### src/design/i2cram_pkg.sv
// ----------------------------------------------------------------------------
// I2C register access master package
// Request and response payload types and command codes.
// ----------------------------------------------------------------------------
package i2cram_pkg;

    localparam logic [1:0] OP_WRITE     = 2'd0;
    localparam logic [1:0] OP_READ_BYTE = 2'd1;
    localparam logic [1:0] OP_READ_WORD = 2'd2;
    localparam logic [1:0] OP_UNDEFINED = 2'd3;

    typedef struct packed {
        logic       cmd_valid;
        logic [1:0] op;
        logic [7:0] reg_addr;
        logic [7:0] write_data;
        logic       sda_in;
    } i2cram_req_t;

    typedef struct packed {
        logic        scl_level;
        logic        sda_level;
        logic        busy_res;
        logic        done_res;
        logic [15:0] read_data;
        logic        ack_missing;
    } i2cram_rsp_t;

endpackage

### src/design/i2c_register_access_master_top.sv
// ----------------------------------------------------------------------------
// I2C register access master
// Half-bit tick sequencer for single-register write, byte read and word read.
// ----------------------------------------------------------------------------
//  channel | direction | handshake             | payload
//  req     | in        | req_valid / req_ready | i2cram_req_t, one bus tick
//  rsp     | out       | rsp_valid / rsp_ready | i2cram_rsp_t, one per request
//  cfg     | in        | cfg_valid / cfg_ready | cfg_data, 7-bit device address
//
// One request per cycle while req_ready is high; its response is registered and shows the cycle after.
// The sequencer advances one phase per request in a single pass of logic.
// req_ready drops only while a response waits and rsp_ready is low.
// rst_n clears the sequencer and the address; the bus idles released.
// cfg_ready is always high.
// ----------------------------------------------------------------------------
module i2c_register_access_master_top
    import i2cram_pkg::*;
(
    input  logic        clk,
    input  logic        rst_n,
    input  logic        req_valid,
    output logic        req_ready,
    input  i2cram_req_t req,
    output logic        rsp_valid,
    input  logic        rsp_ready,
    output i2cram_rsp_t rsp,
    input  logic        cfg_valid,
    output logic        cfg_ready,
    input  logic [6:0]  cfg_data
);

    typedef enum logic [14:0] {
        PH_IDLE       = 15'b000_0000_0000_0001,
        PH_START      = 15'b000_0000_0000_0010,
        PH_START_HOLD = 15'b000_0000_0000_0100,
        PH_TX_LO      = 15'b000_0000_0000_1000,
        PH_TX_HI      = 15'b000_0000_0001_0000,
        PH_TACK_LO    = 15'b000_0000_0010_0000,
        PH_TACK_HI    = 15'b000_0000_0100_0000,
        PH_RX_LO      = 15'b000_0000_1000_0000,
        PH_RX_HI      = 15'b000_0001_0000_0000,
        PH_MACK_LO    = 15'b000_0010_0000_0000,
        PH_MACK_HI    = 15'b000_0100_0000_0000,
        PH_RS_LO      = 15'b000_1000_0000_0000,
        PH_RS_HI      = 15'b001_0000_0000_0000,
        PH_SP_LO      = 15'b010_0000_0000_0000,
        PH_SP_HI      = 15'b100_0000_0000_0000
    } phase_t;

    typedef enum logic [5:0] {
        ST_ADDR_W = 6'b00_0001,
        ST_REG    = 6'b00_0010,
        ST_DATA   = 6'b00_0100,
        ST_ADDR_R = 6'b00_1000,
        ST_READ1  = 6'b01_0000,
        ST_READ2  = 6'b10_0000
    } stage_t;

    phase_t      phase_reg, phase_next;
    stage_t      stage_reg, stage_next;
    logic [2:0]  bit_count_reg, bit_count_next;
    logic [7:0]  shift_reg, shift_next;
    logic [1:0]  op_reg, op_next;
    logic [7:0]  reg_addr_reg, reg_addr_next;
    logic [7:0]  data_reg, data_next;
    logic [15:0] read_word_reg, read_word_next;
    logic        nack_reg, nack_next;
    logic        scl_reg, scl_next;
    logic        sda_reg, sda_next;
    logic [6:0]  dev_addr_reg;
    logic        done_next;
    logic        rsp_valid_reg;
    i2cram_rsp_t rsp_reg;
    logic        step;
    logic [7:0]  rx_byte;
    logic        more;

    function automatic logic [7:0] tx_byte(stage_t st, logic [6:0] dev, logic [7:0] ra,
                                           logic [7:0] wd);
        logic [7:0] v;
        unique case (st)
            ST_ADDR_W: v = {dev, 1'b0};
            ST_REG:    v = ra;
            ST_DATA:   v = wd;
            default:   v = {dev, 1'b1};
        endcase
        return v;
    endfunction

    assign step      = req_valid && req_ready;
    assign req_ready = !rsp_valid_reg || rsp_ready;
    assign cfg_ready = 1'b1;
    assign rsp_valid = rsp_valid_reg;
    assign rsp       = rsp_reg;
    assign rx_byte   = {shift_reg[6:0], req.sda_in};
    assign more      = (stage_reg == ST_READ1) && (op_reg == OP_READ_WORD);

    always_comb
    begin
        phase_next     = phase_reg;
        stage_next     = stage_reg;
        bit_count_next = bit_count_reg;
        shift_next     = shift_reg;
        op_next        = op_reg;
        reg_addr_next  = reg_addr_reg;
        data_next      = data_reg;
        read_word_next = read_word_reg;
        nack_next      = nack_reg;
        scl_next       = scl_reg;
        sda_next       = sda_reg;
        done_next      = 1'b0;
        unique case (phase_reg)
            PH_IDLE:
            begin
                if (req.cmd_valid && (req.op != OP_UNDEFINED))
                begin
                    op_next       = req.op;
                    reg_addr_next = req.reg_addr;
                    data_next     = req.write_data;
                    nack_next     = 1'b0;
                    stage_next    = ST_ADDR_W;
                    phase_next    = PH_START;
                    scl_next      = 1'b1;
                    sda_next      = 1'b0;
                end
                else
                begin
                    scl_next = 1'b1;
                    sda_next = 1'b1;
                end
            end
            PH_START:
            begin
                phase_next = PH_START_HOLD;
                scl_next   = 1'b0;
                sda_next   = 1'b0;
            end
            PH_START_HOLD:
            begin
                shift_next     = tx_byte(stage_reg, dev_addr_reg, reg_addr_reg, data_reg);
                bit_count_next = 3'd0;
                phase_next     = PH_TX_LO;
                scl_next       = 1'b0;
                sda_next       = shift_next[7];
            end
            PH_TX_LO:
            begin
                phase_next = PH_TX_HI;
                scl_next   = 1'b1;
            end
            PH_TX_HI:
            begin
                if (bit_count_reg == 3'd7)
                begin
                    phase_next = PH_TACK_LO;
                    scl_next   = 1'b0;
                    sda_next   = 1'b1;
                end
                else
                begin
                    bit_count_next = bit_count_reg + 3'd1;
                    shift_next     = {shift_reg[6:0], 1'b0};
                    phase_next     = PH_TX_LO;
                    scl_next       = 1'b0;
                    sda_next       = shift_reg[6];
                end
            end
            PH_TACK_LO:
            begin
                phase_next = PH_TACK_HI;
                scl_next   = 1'b1;
                sda_next   = 1'b1;
            end
            PH_TACK_HI:
            begin
                if (req.sda_in)
                begin
                    nack_next = 1'b1;
                end
                scl_next = 1'b0;
                priority if (stage_reg == ST_ADDR_W)
                begin
                    stage_next     = ST_REG;
                    shift_next     = reg_addr_reg;
                    bit_count_next = 3'd0;
                    phase_next     = PH_TX_LO;
                    sda_next       = reg_addr_reg[7];
                end
                else if (stage_reg == ST_REG && op_reg == OP_WRITE)
                begin
                    stage_next     = ST_DATA;
                    shift_next     = data_reg;
                    bit_count_next = 3'd0;
                    phase_next     = PH_TX_LO;
                    sda_next       = data_reg[7];
                end
                else if (stage_reg == ST_REG)
                begin
                    stage_next = ST_ADDR_R;
                    phase_next = PH_RS_LO;
                    sda_next   = 1'b1;
                end
                else if (stage_reg == ST_ADDR_R)
                begin
                    stage_next     = ST_READ1;
                    shift_next     = 8'd0;
                    bit_count_next = 3'd0;
                    phase_next     = PH_RX_LO;
                    sda_next       = 1'b1;
                end
                else
                begin
                    phase_next = PH_SP_LO;
                    sda_next   = 1'b0;
                end
            end
            PH_RS_LO:
            begin
                phase_next = PH_RS_HI;
                scl_next   = 1'b1;
                sda_next   = 1'b1;
            end
            PH_RS_HI:
            begin
                phase_next = PH_START;
                scl_next   = 1'b1;
                sda_next   = 1'b0;
            end
            PH_RX_LO:
            begin
                phase_next = PH_RX_HI;
                scl_next   = 1'b1;
                sda_next   = 1'b1;
            end
            PH_RX_HI:
            begin
                shift_next = rx_byte;
                scl_next   = 1'b0;
                if (bit_count_reg == 3'd7)
                begin
                    priority if (more)
                    begin
                        read_word_next = {rx_byte, 8'd0};
                    end
                    else if (stage_reg == ST_READ1)
                    begin
                        read_word_next = {8'd0, rx_byte};
                    end
                    else
                    begin
                        read_word_next = {read_word_reg[15:8], rx_byte};
                    end
                    phase_next = PH_MACK_LO;
                    sda_next   = !more;
                end
                else
                begin
                    bit_count_next = bit_count_reg + 3'd1;
                    phase_next     = PH_RX_LO;
                    sda_next       = 1'b1;
                end
            end
            PH_MACK_LO:
            begin
                phase_next = PH_MACK_HI;
                scl_next   = 1'b1;
            end
            PH_MACK_HI:
            begin
                scl_next = 1'b0;
                if (!sda_reg && stage_reg == ST_READ1)
                begin
                    stage_next     = ST_READ2;
                    shift_next     = 8'd0;
                    bit_count_next = 3'd0;
                    phase_next     = PH_RX_LO;
                    sda_next       = 1'b1;
                end
                else
                begin
                    phase_next = PH_SP_LO;
                    sda_next   = 1'b0;
                end
            end
            PH_SP_LO:
            begin
                phase_next = PH_SP_HI;
                scl_next   = 1'b1;
                sda_next   = 1'b0;
            end
            PH_SP_HI:
            begin
                phase_next = PH_IDLE;
                scl_next   = 1'b1;
                sda_next   = 1'b1;
                done_next  = 1'b1;
            end
            default:
            begin
                phase_next = PH_IDLE;
                scl_next   = 1'b1;
                sda_next   = 1'b1;
            end
        endcase
    end

    always_ff @(posedge clk or negedge rst_n)
    begin
        if (!rst_n)
        begin
            dev_addr_reg <= 7'd0;
        end
        else if (cfg_valid && cfg_ready)
        begin
            dev_addr_reg <= cfg_data;
        end
    end

    always_ff @(posedge clk or negedge rst_n)
    begin
        if (!rst_n)
        begin
            phase_reg     <= PH_IDLE;
            stage_reg     <= ST_ADDR_W;
            bit_count_reg <= 3'd0;
            shift_reg     <= 8'd0;
            op_reg        <= 2'd0;
            reg_addr_reg  <= 8'd0;
            data_reg      <= 8'd0;
            read_word_reg <= 16'd0;
            nack_reg      <= 1'b0;
            scl_reg       <= 1'b1;
            sda_reg       <= 1'b1;
        end
        else if (step)
        begin
            phase_reg     <= phase_next;
            stage_reg     <= stage_next;
            bit_count_reg <= bit_count_next;
            shift_reg     <= shift_next;
            op_reg        <= op_next;
            reg_addr_reg  <= reg_addr_next;
            data_reg      <= data_next;
            read_word_reg <= read_word_next;
            nack_reg      <= nack_next;
            scl_reg       <= scl_next;
            sda_reg       <= sda_next;
        end
    end

    always_ff @(posedge clk or negedge rst_n)
    begin
        if (!rst_n)
        begin
            rsp_valid_reg <= 1'b0;
        end
        else if (step)
        begin
            rsp_valid_reg <= 1'b1;
        end
        else if (rsp_ready)
        begin
            rsp_valid_reg <= 1'b0;
        end
    end

    always_ff @(posedge clk)
    begin
        if (step)
        begin
            rsp_reg.scl_level   <= scl_next;
            rsp_reg.sda_level   <= sda_next;
            rsp_reg.busy_res    <= (phase_next != PH_IDLE);
            rsp_reg.done_res    <= done_next;
            rsp_reg.read_data   <= read_word_next;
            rsp_reg.ack_missing <= nack_next;
        end
    end

endmodule

### config.mk
export PLATFORM = sky130hd
export DESIGN_NAME = i2c_register_access_master_top
export DESIGN_NICKNAME = d
export VERILOG_FILES = /design/src/design/i2cram_pkg.sv /design/src/design/i2c_register_access_master_top.sv
export SDC_FILE = /design/constraint.sdc
export NUM_CORES = 1
export LEC_CHECK = 0
export BUFFER_PORTS_ARGS = -buffer_cell sky130_fd_sc_hd__buf_2
export CORE_ASPECT_RATIO = 0.6
export CORE_MARGIN = 2
export CORE_UTILIZATION = 60
export DETAILED_ROUTE_END_ITERATION = 7
export PLACE_DENSITY = 0.8
export SYNTH_ARGS = -nofsm -noshare
export SYNTH_HDL_FRONTEND = slang
export SYNTH_SLANG_ARGS = --single-unit
### constraint.sdc
create_clock -name clk -period 5.85 [get_ports clk]
set_input_delay 0.8775 -clock clk [delete_from_list [all_inputs] [get_ports clk]]
set_output_delay 0.8775 -clock clk [all_outputs]
set_load 0.03 [all_outputs]
==> results.rst, run 1 <==
.. list-table::
   :header-rows: 1

   * - Metric
     - Value
   * - Top cell family by delay on the critical path
     - simple AND/OR/NAND/NOR gates
   * - DRT Pass-1 Iters
     - 7
   * - Initial standard-cell utilization of the core
     - 62.2%
   * - Non-filler instance count after layout
     - 614
   * - CP bufs+invs
     - 0
   * - Antenna-violating nets left
     - 0
   * - Placement row count
     - 25
   * - Worst Hold Class
     - reg -> reg
   * - Netlist cell types
     - 63
   * - IO Count
     - 56
   * - Static leakage
     - 2.49 nW
   * - First-pass GRT wire length
     - 18500 um
   * - Critical Path RT
     - 5.92 ns
   * - Layout cell share with drive strength beyond 1
     - 24.9%
   * - Synth-to-Final Area Change
     - 12.0%
   * - Shortest clock period the worst path allows after layout
     - 3.03 ns
   * - Unrepaired setup endpoints after global routing
     - false
   * - Setup ws final
     - 2.82 ns
   * - Finish-stage setup viols
     - 0
   * - Largest net degree at the start of global routing
     - 76
   * - Post-CTS Hold Buffers
     - 0
   * - Commonest cells after routing, fill and taps aside
     - sky130_fd_sc_hd__nand2_1, sky130_fd_sc_hd__dfrtp_1, sky130_fd_sc_hd__buf_2
   * - Part of the Yosys area used for sequential elements
     - 51.0%
   * - Mapped Cells
     - 462
   * - Number of global-route vias before repair
     - 3709
   * - Final weighted congestion in routability-driven placement
     - 1.01
   * - Worst Setup End Kind
     - flip-flop
   * - Number of maximum-capacitance violations
     - 0
   * - Status
     - complete, no violations
   * - Post-synthesis cell area
     - 4930 um^2
   * - Mapped Avg Cell Area
     - 10.7 um^2
   * - Setup CP Type
     - reg -> reg
   * - Clock Power Share
     - 34.1%
   * - Vias after detailed routing
     - 3852
   * - Initial drt markers
     - 408
   * - Post-route fraction of the period consumed by the critical path
     - 51.7%
   * - Y dimension of the die
     - 74.2 um
   * - Number of buffers inserted to repair setup after CTS
     - 0
   * - FF+latch count, synth
     - 96
   * - Net Sw Frac
     - 29.7%
   * - Post-DR vias/cell
     - 6.27
   * - Initial antenna violation count
     - 0
   * - Kind of start point of the critical path
     - flip-flop
   * - Setup TNS
     - 0 ns
   * - Net Count, Synth
     - 496
   * - Maximum fanout encountered on the critical timing path
     - 11
   * - Placeable core region
     - 7910 um^2
   * - Combinational share of power
     - 17.4%
   * - Worst-case hold slack
     - 0.474 ns
   * - Placement Cell Area
     - 5190 um^2
   * - Final HPWL DP
     - 7830 um
   * - Clock latency on the worst-skew pair
     - 0.35 ns
   * - P_sw
     - 0.000561 W
   * - Relative slew margins
     - 23.6%
   * - Clock slew seen by the registers of the worst setup and hold paths
     - 0.07 ns
   * - Part of the power in registers
     - 48.6%
   * - Crit path arrival time
     - 3.10 ns
   * - Crit-path cells
     - or4_1 > nor2_2 > o31ai_2 > nor3b_1 > a211oi_1 > nand2_1
   * - Count of warnings emitted by yosys
     - 0
   * - Fin nets
     - 535
   * - Crit-path slowest cell
     - sky130_fd_sc_hd__or4_1
   * - TritonCTS clock tree
     - done
   * - CTS Root Cell
     - sky130_fd_sc_hd__clkbuf_16
   * - Number of flip-flops in the largest register
     - 21
   * - Ys flop type
     - sky130_fd_sc_hd__dfrtp_1
   * - Htree depth
     - 3
   * - Remaining routing DRC violations
     - 0
   * - WL per Instance
     - 18.4 um
   * - Most common cell after layout, fill and taps aside
     - sky130_fd_sc_hd__nand2_1
   * - EDFF count, synth
     - 21
   * - Horizontal extent of the die
     - 121 um
   * - Number of max-slew violations in the final report
     - 0
   * - Post-route design area
     - 5520 um^2
   * - Final number of hold-violating endpoints
     - 0
   * - Number of buffers inserted during clock tree synthesis
     - 9
   * - CP peak stage delay
     - 0.73 ns
   * - Overall Global Routing Usage
     - 27.0%
   * - Internal Pwr Total
     - 0.00133 W
   * - Placed instance count
     - 598
   * - Number of buffers on the longest clock path
     - 2
   * - Post-cts resize count
     - 0
   * - Number of input and output port buffers inserted
     - 54
   * - Total die area
     - 8970 um^2
   * - Async set-reset flop share out of synthesis
     - 78.1%
   * - Worst-case setup slack after placement
     - 2.91 ns
   * - Antenna diode count
     - 0
   * - Post-Route Skew
     - 0.0100 ns
   * - Worst Tran Pin Value
     - 1.13 ns
   * - Clk sink count
     - 96
   * - IR drop worst, VDD
     - 0.000214 V
   * - Achievable clock frequency
     - 330 MHz
   * - Power per cell area
     - 342 nW/um^2
   * - Aggregate global routing overflow
     - 0
   * - Wire length after detailed routing
     - 11300 um
==> layout make-up <==
class                      count  area [um^2]
clock buffer                  11          243
sequential                    96         2510
inverter                       6         22.5
clock inverter                 5         85.1
timing repair buffer          56          285
multi-input combinational    332         2230
tap                          108          135
fill                         585         2400
==> cells in the mapped netlist, drive strengths merged, types with 6 or more instances <==
cell type  instances  area [um^2]
nand3             14         80.1
o21ai             26          134
nor3               8         40.0
edfxtp            21          631
clkbuf            12         45.0
mux2              46          526
nand2b             6         37.5
nor4              12          135
buf               16          113
nand2             97          379
a22oi             13         97.6
nand4              8         80.1
dfrtp             72         1800
nor2              26          100
a21oi              7         35.0
a222oi             6         60.1
==> logic make-up after synthesis <==
kind of cell,Yosys count,share of synthesized area [%]
AOI/OAI and AO/OA,76,10.8
xor gates and xnor gates,5,0.889
adders and majority gates,2,0.508
buffers and inverters,34,3.66
DFF,96,51.0
muxes,46,10.7
other,1,0.0761
and+or+nand+nor,202,22.5
==> metrics by stage <==
stage | power, W | utilization, %
6_report | 0.00189 | 69.7
2_1_floorplan | 0.00114 | -
4_1_cts | 0.00189 | 69.7
3_5_place_dp | 0.00124 | 65.6
5_1_grt | 0.00197 | 69.7
3_3_place_gp | 0.00123 | 65.6
==> worst paths after layout <==
path | from | to | slack (ns) | cells after the start
worst max-delay path | phase_reg[1] | rsp[19] | 2.82 | 6
worst min-delay path | read_word_reg[13] | read_word_reg[13] | 0.47 | 2
worst max register to register | phase_reg[1] | rsp[19] | 2.82 | 6
worst min register to register | read_word_reg[13] | read_word_reg[13] | 0.47 | 2
max in group asynchronous | rst_n | phase_reg[8] | 4.49 | 2
min in group asynchronous | rst_n | reg_addr_reg[5] | 0.75 | 2
==> metal layers <==
layer	vias up	GRT usage, %	share of wire [%]
li1	1755	-	-
met1	1858	37.4	44
met5	-	0	0
met3	33	8.13	9.2
met4	0	10.2	2.2
met2	206	40.9	45
==> worst register-to-register path: stages (launching register included) <==
cell and delay (ns):
sky130_fd_sc_hd__dfrtp_1 0.47, sky130_fd_sc_hd__or4_1 0.73, sky130_fd_sc_hd__nor2_2 0.51, sky130_fd_sc_hd__o31ai_2 0.36, sky130_fd_sc_hd__nor3b_1 0.29, sky130_fd_sc_hd__a211oi_1 0.30
sky130_fd_sc_hd__nand2_1 0.09
==> power groups by stage <==
stage	sequential [W]	combinational (W)	clock, W
2_1_floorplan	0.000897	0.000243	0
3_3_place_gp	0.000914	0.000312	0
3_5_place_dp	0.000922	0.000322	0
4_1_cts	0.000912	0.000325	0.000649
5_1_grt	0.000929	0.000359	0.000677
6_report	0.000917	0.000328	0.000643
(Power assumes the default switching activity.)
==> run 2: changes to the inputs <==
- CORE_UTILIZATION: 60 -> 53
- PLACE_DENSITY: 0.8 -> 0.74
- clock period: 5.85 -> 2.7 ns (I/O delays scaled with it)
==> results.rst, run 2 (synthesis results as in run 1) <==
.. list-table::
   :header-rows: 1

   * - Metric
     - Value
   * - Status
     - complete, no violations
   * - Initial drt markers
     - 399
   * - Synth-to-Final Area Change
     - 16.1%
   * - Maximum fanout encountered on the critical timing path
     - 9
   * - Post-CTS Hold Buffers
     - 0
   * - FF-to-FF path depth
     - 6
   * - Finish-stage setup viols
     - 0
   * - Final number of hold-violating endpoints
     - 0
   * - Power per cell area
     - 689 nW/um^2
   * - TritonCTS clock tree
     - done
   * - Layout cell share with drive strength beyond 1
     - 29.9%
   * - Critical Path RT
     - 2.92 ns
   * - DRT Pass-1 Iters
     - 5
   * - IO Count
     - 56
   * - CTS Root Cell
     - sky130_fd_sc_hd__clkbuf_16
   * - Clk sink count
     - 96
   * - Worst-case hold slack
     - 0.107 ns
   * - Aggregate global routing overflow
     - 0
   * - Number of max-slew violations in the final report
     - 0
   * - Final HPWL DP
     - 8880 um
   * - Clock latency on the worst-skew pair
     - 0.34 ns
   * - Number of buffers inserted to repair setup after CTS
     - 0
   * - Remaining routing DRC violations
     - 0
   * - Unrepaired setup endpoints after global routing
     - false
   * - Horizontal extent of the die
     - 128 um
   * - Clock slew seen by the registers of the worst setup and hold paths
     - 0.07 ns
   * - Post-route fraction of the period consumed by the critical path
     - 95.1%
   * - Shortest clock period the worst path allows after layout
     - 2.57 ns
   * - IR drop worst, VDD
     - 0.000452 V
   * - Setup TNS
     - 0 ns
   * - Commonest cells after routing, fill and taps aside
     - sky130_fd_sc_hd__nand2_1, sky130_fd_sc_hd__dfrtp_1, sky130_fd_sc_hd__buf_2
   * - Launch instance of the worst register-to-register path
     - phase_reg[5]
   * - Number of flip-flops in the largest register
     - 21
   * - WL per Instance
     - 18.5 um
   * - Final Core Density
     - 62.9%
   * - Vias after detailed routing
     - 3937
   * - Worst Hold Class
     - in -> async
   * - Total met2 wirelength after detailed routing
     - 5210 um
   * - Antenna diode count
     - 0
   * - Fin nets
     - 565
   * - Initial antenna violation count
     - 0
   * - Total die area
     - 10100 um^2
   * - Worst Setup End Kind
     - flip-flop
   * - Relative slew margins
     - 49.9%
   * - Number of input and output port buffers inserted
     - 54
   * - Static leakage
     - 2.61 nW
   * - Htree depth
     - 3
   * - Number of buffers inserted during clock tree synthesis
     - 9
   * - Met3 wire length
     - 1050 um
   * - Y dimension of the die
     - 78.7 um
   * - Uppermost layer routed
     - met4
   * - Achievable clock frequency
     - 389 MHz
   * - Wire length after detailed routing
     - 12000 um
   * - Initial standard-cell utilization of the core
     - 54.2%
   * - Post-cts resize count
     - 0
   * - Most common cell after layout, fill and taps aside
     - sky130_fd_sc_hd__nand2_1
   * - Antenna-violating nets left
     - 0
   * - Terminus of the critical flop-to-flop path
     - shift_reg[2]
   * - Fillcell total
     - 738
   * - Worst Tran Pin Value
     - 0.740 ns
   * - Largest net degree at the start of global routing
     - 41
   * - Post-Route Skew
     - 0.00909 ns
   * - Number of global-route vias before repair
     - 3878
   * - Number of maximum-capacitance violations
     - 0
   * - Setup CP Type
     - reg -> reg
   * - Placement row count
     - 27
   * - Pwr Total
     - 0.00394 W
   * - Placeable core region
     - 9090 um^2
   * - Final weighted congestion in routability-driven placement
     - 0.945
   * - Crit path arrival time
     - 2.79 ns
   * - Overall Global Routing Usage
     - 25.9%
   * - DRT met1 WL
     - 5620 um
   * - Kind of start point of the critical path
     - flip-flop
   * - First-pass GRT wire length
     - 20000 um
   * - Number of buffers on the longest clock path
     - 2
   * - Post-DR vias/cell
     - 6.04
   * - Register-to-register path setup slack
     - 0.13 ns
-- run 2: worst max path at each step --
| stage | depth (start not counted) | from | end | slack [ns] |
|---|---|---|---|---|
| finish | 6 | phase_reg[5] | shift_reg[2] | 0.13 |
| detailed placement | 7 | phase_reg[0] | bit_count_reg[1] | 0.11 |
| floorplan | 8 | phase_reg[7] | shift_reg[0] | 0.28 |
| global route | 7 | phase_reg[11] | shift_reg[3] | 0.02 |
| CTS | 7 | phase_reg[0] | shift_reg[2] | 0.08 |
| global placement | 7 | phase_reg[0] | shift_reg[3] | 0.16 |
-- run 2: layout make-up --
| cell class | instances | area (um^2) | share of cell area (%) |
|---|---|---|---|
| inverters | 6 | 22.5 | 0.394 |
| flip-flops and latches | 96 | 2510 | 43.9 |
| clock buffers | 11 | 233 | 4.07 |
| well taps | 116 | 145 | 2.54 |
| multi-input cells | 332 | 2250 | 39.4 |
| clock inverters | 5 | 40.0 | 0.700 |
| repair buffers | 86 | 510 | 8.93 |
-- run 2: per-layer routing --
layer / up-vias / GRT usage, %
li1: 1829 / -
met2: 184 / 38.1
met4: 0 / 6.92
met1: 1910 / 37.6
met3: 14 / 7.29
met5: - / 0
-- run 2: critical path: stages, from the launching register on --
cell	delay, ns
sky130_fd_sc_hd__dfrtp_1	0.43
sky130_fd_sc_hd__or4_1	0.70
sky130_fd_sc_hd__or4_4	0.61
sky130_fd_sc_hd__nor2b_2	0.13
sky130_fd_sc_hd__a211oi_2	0.07
sky130_fd_sc_hd__nand2_4	0.16
sky130_fd_sc_hd__mux2_1	0.35
-- run 2: metrics by stage --
stage	std cells	setup slack [ns]	area [um^2]
2_1_floorplan	462	0.281	4930
3_3_place_gp	636	0.158	5420
3_5_place_dp	636	0.108	5420
4_1_cts	652	0.0816	5700
5_1_grt	652	0.0242	5720
6_report	652	0.132	5720
-- run 2: where the power goes --
group	total, W	switching [W]	internal, W
logic	0.000791	0.000446	0.000345
clock network	0.00119	0.000553	0.000633
registers	0.00196	0.000228	0.00173
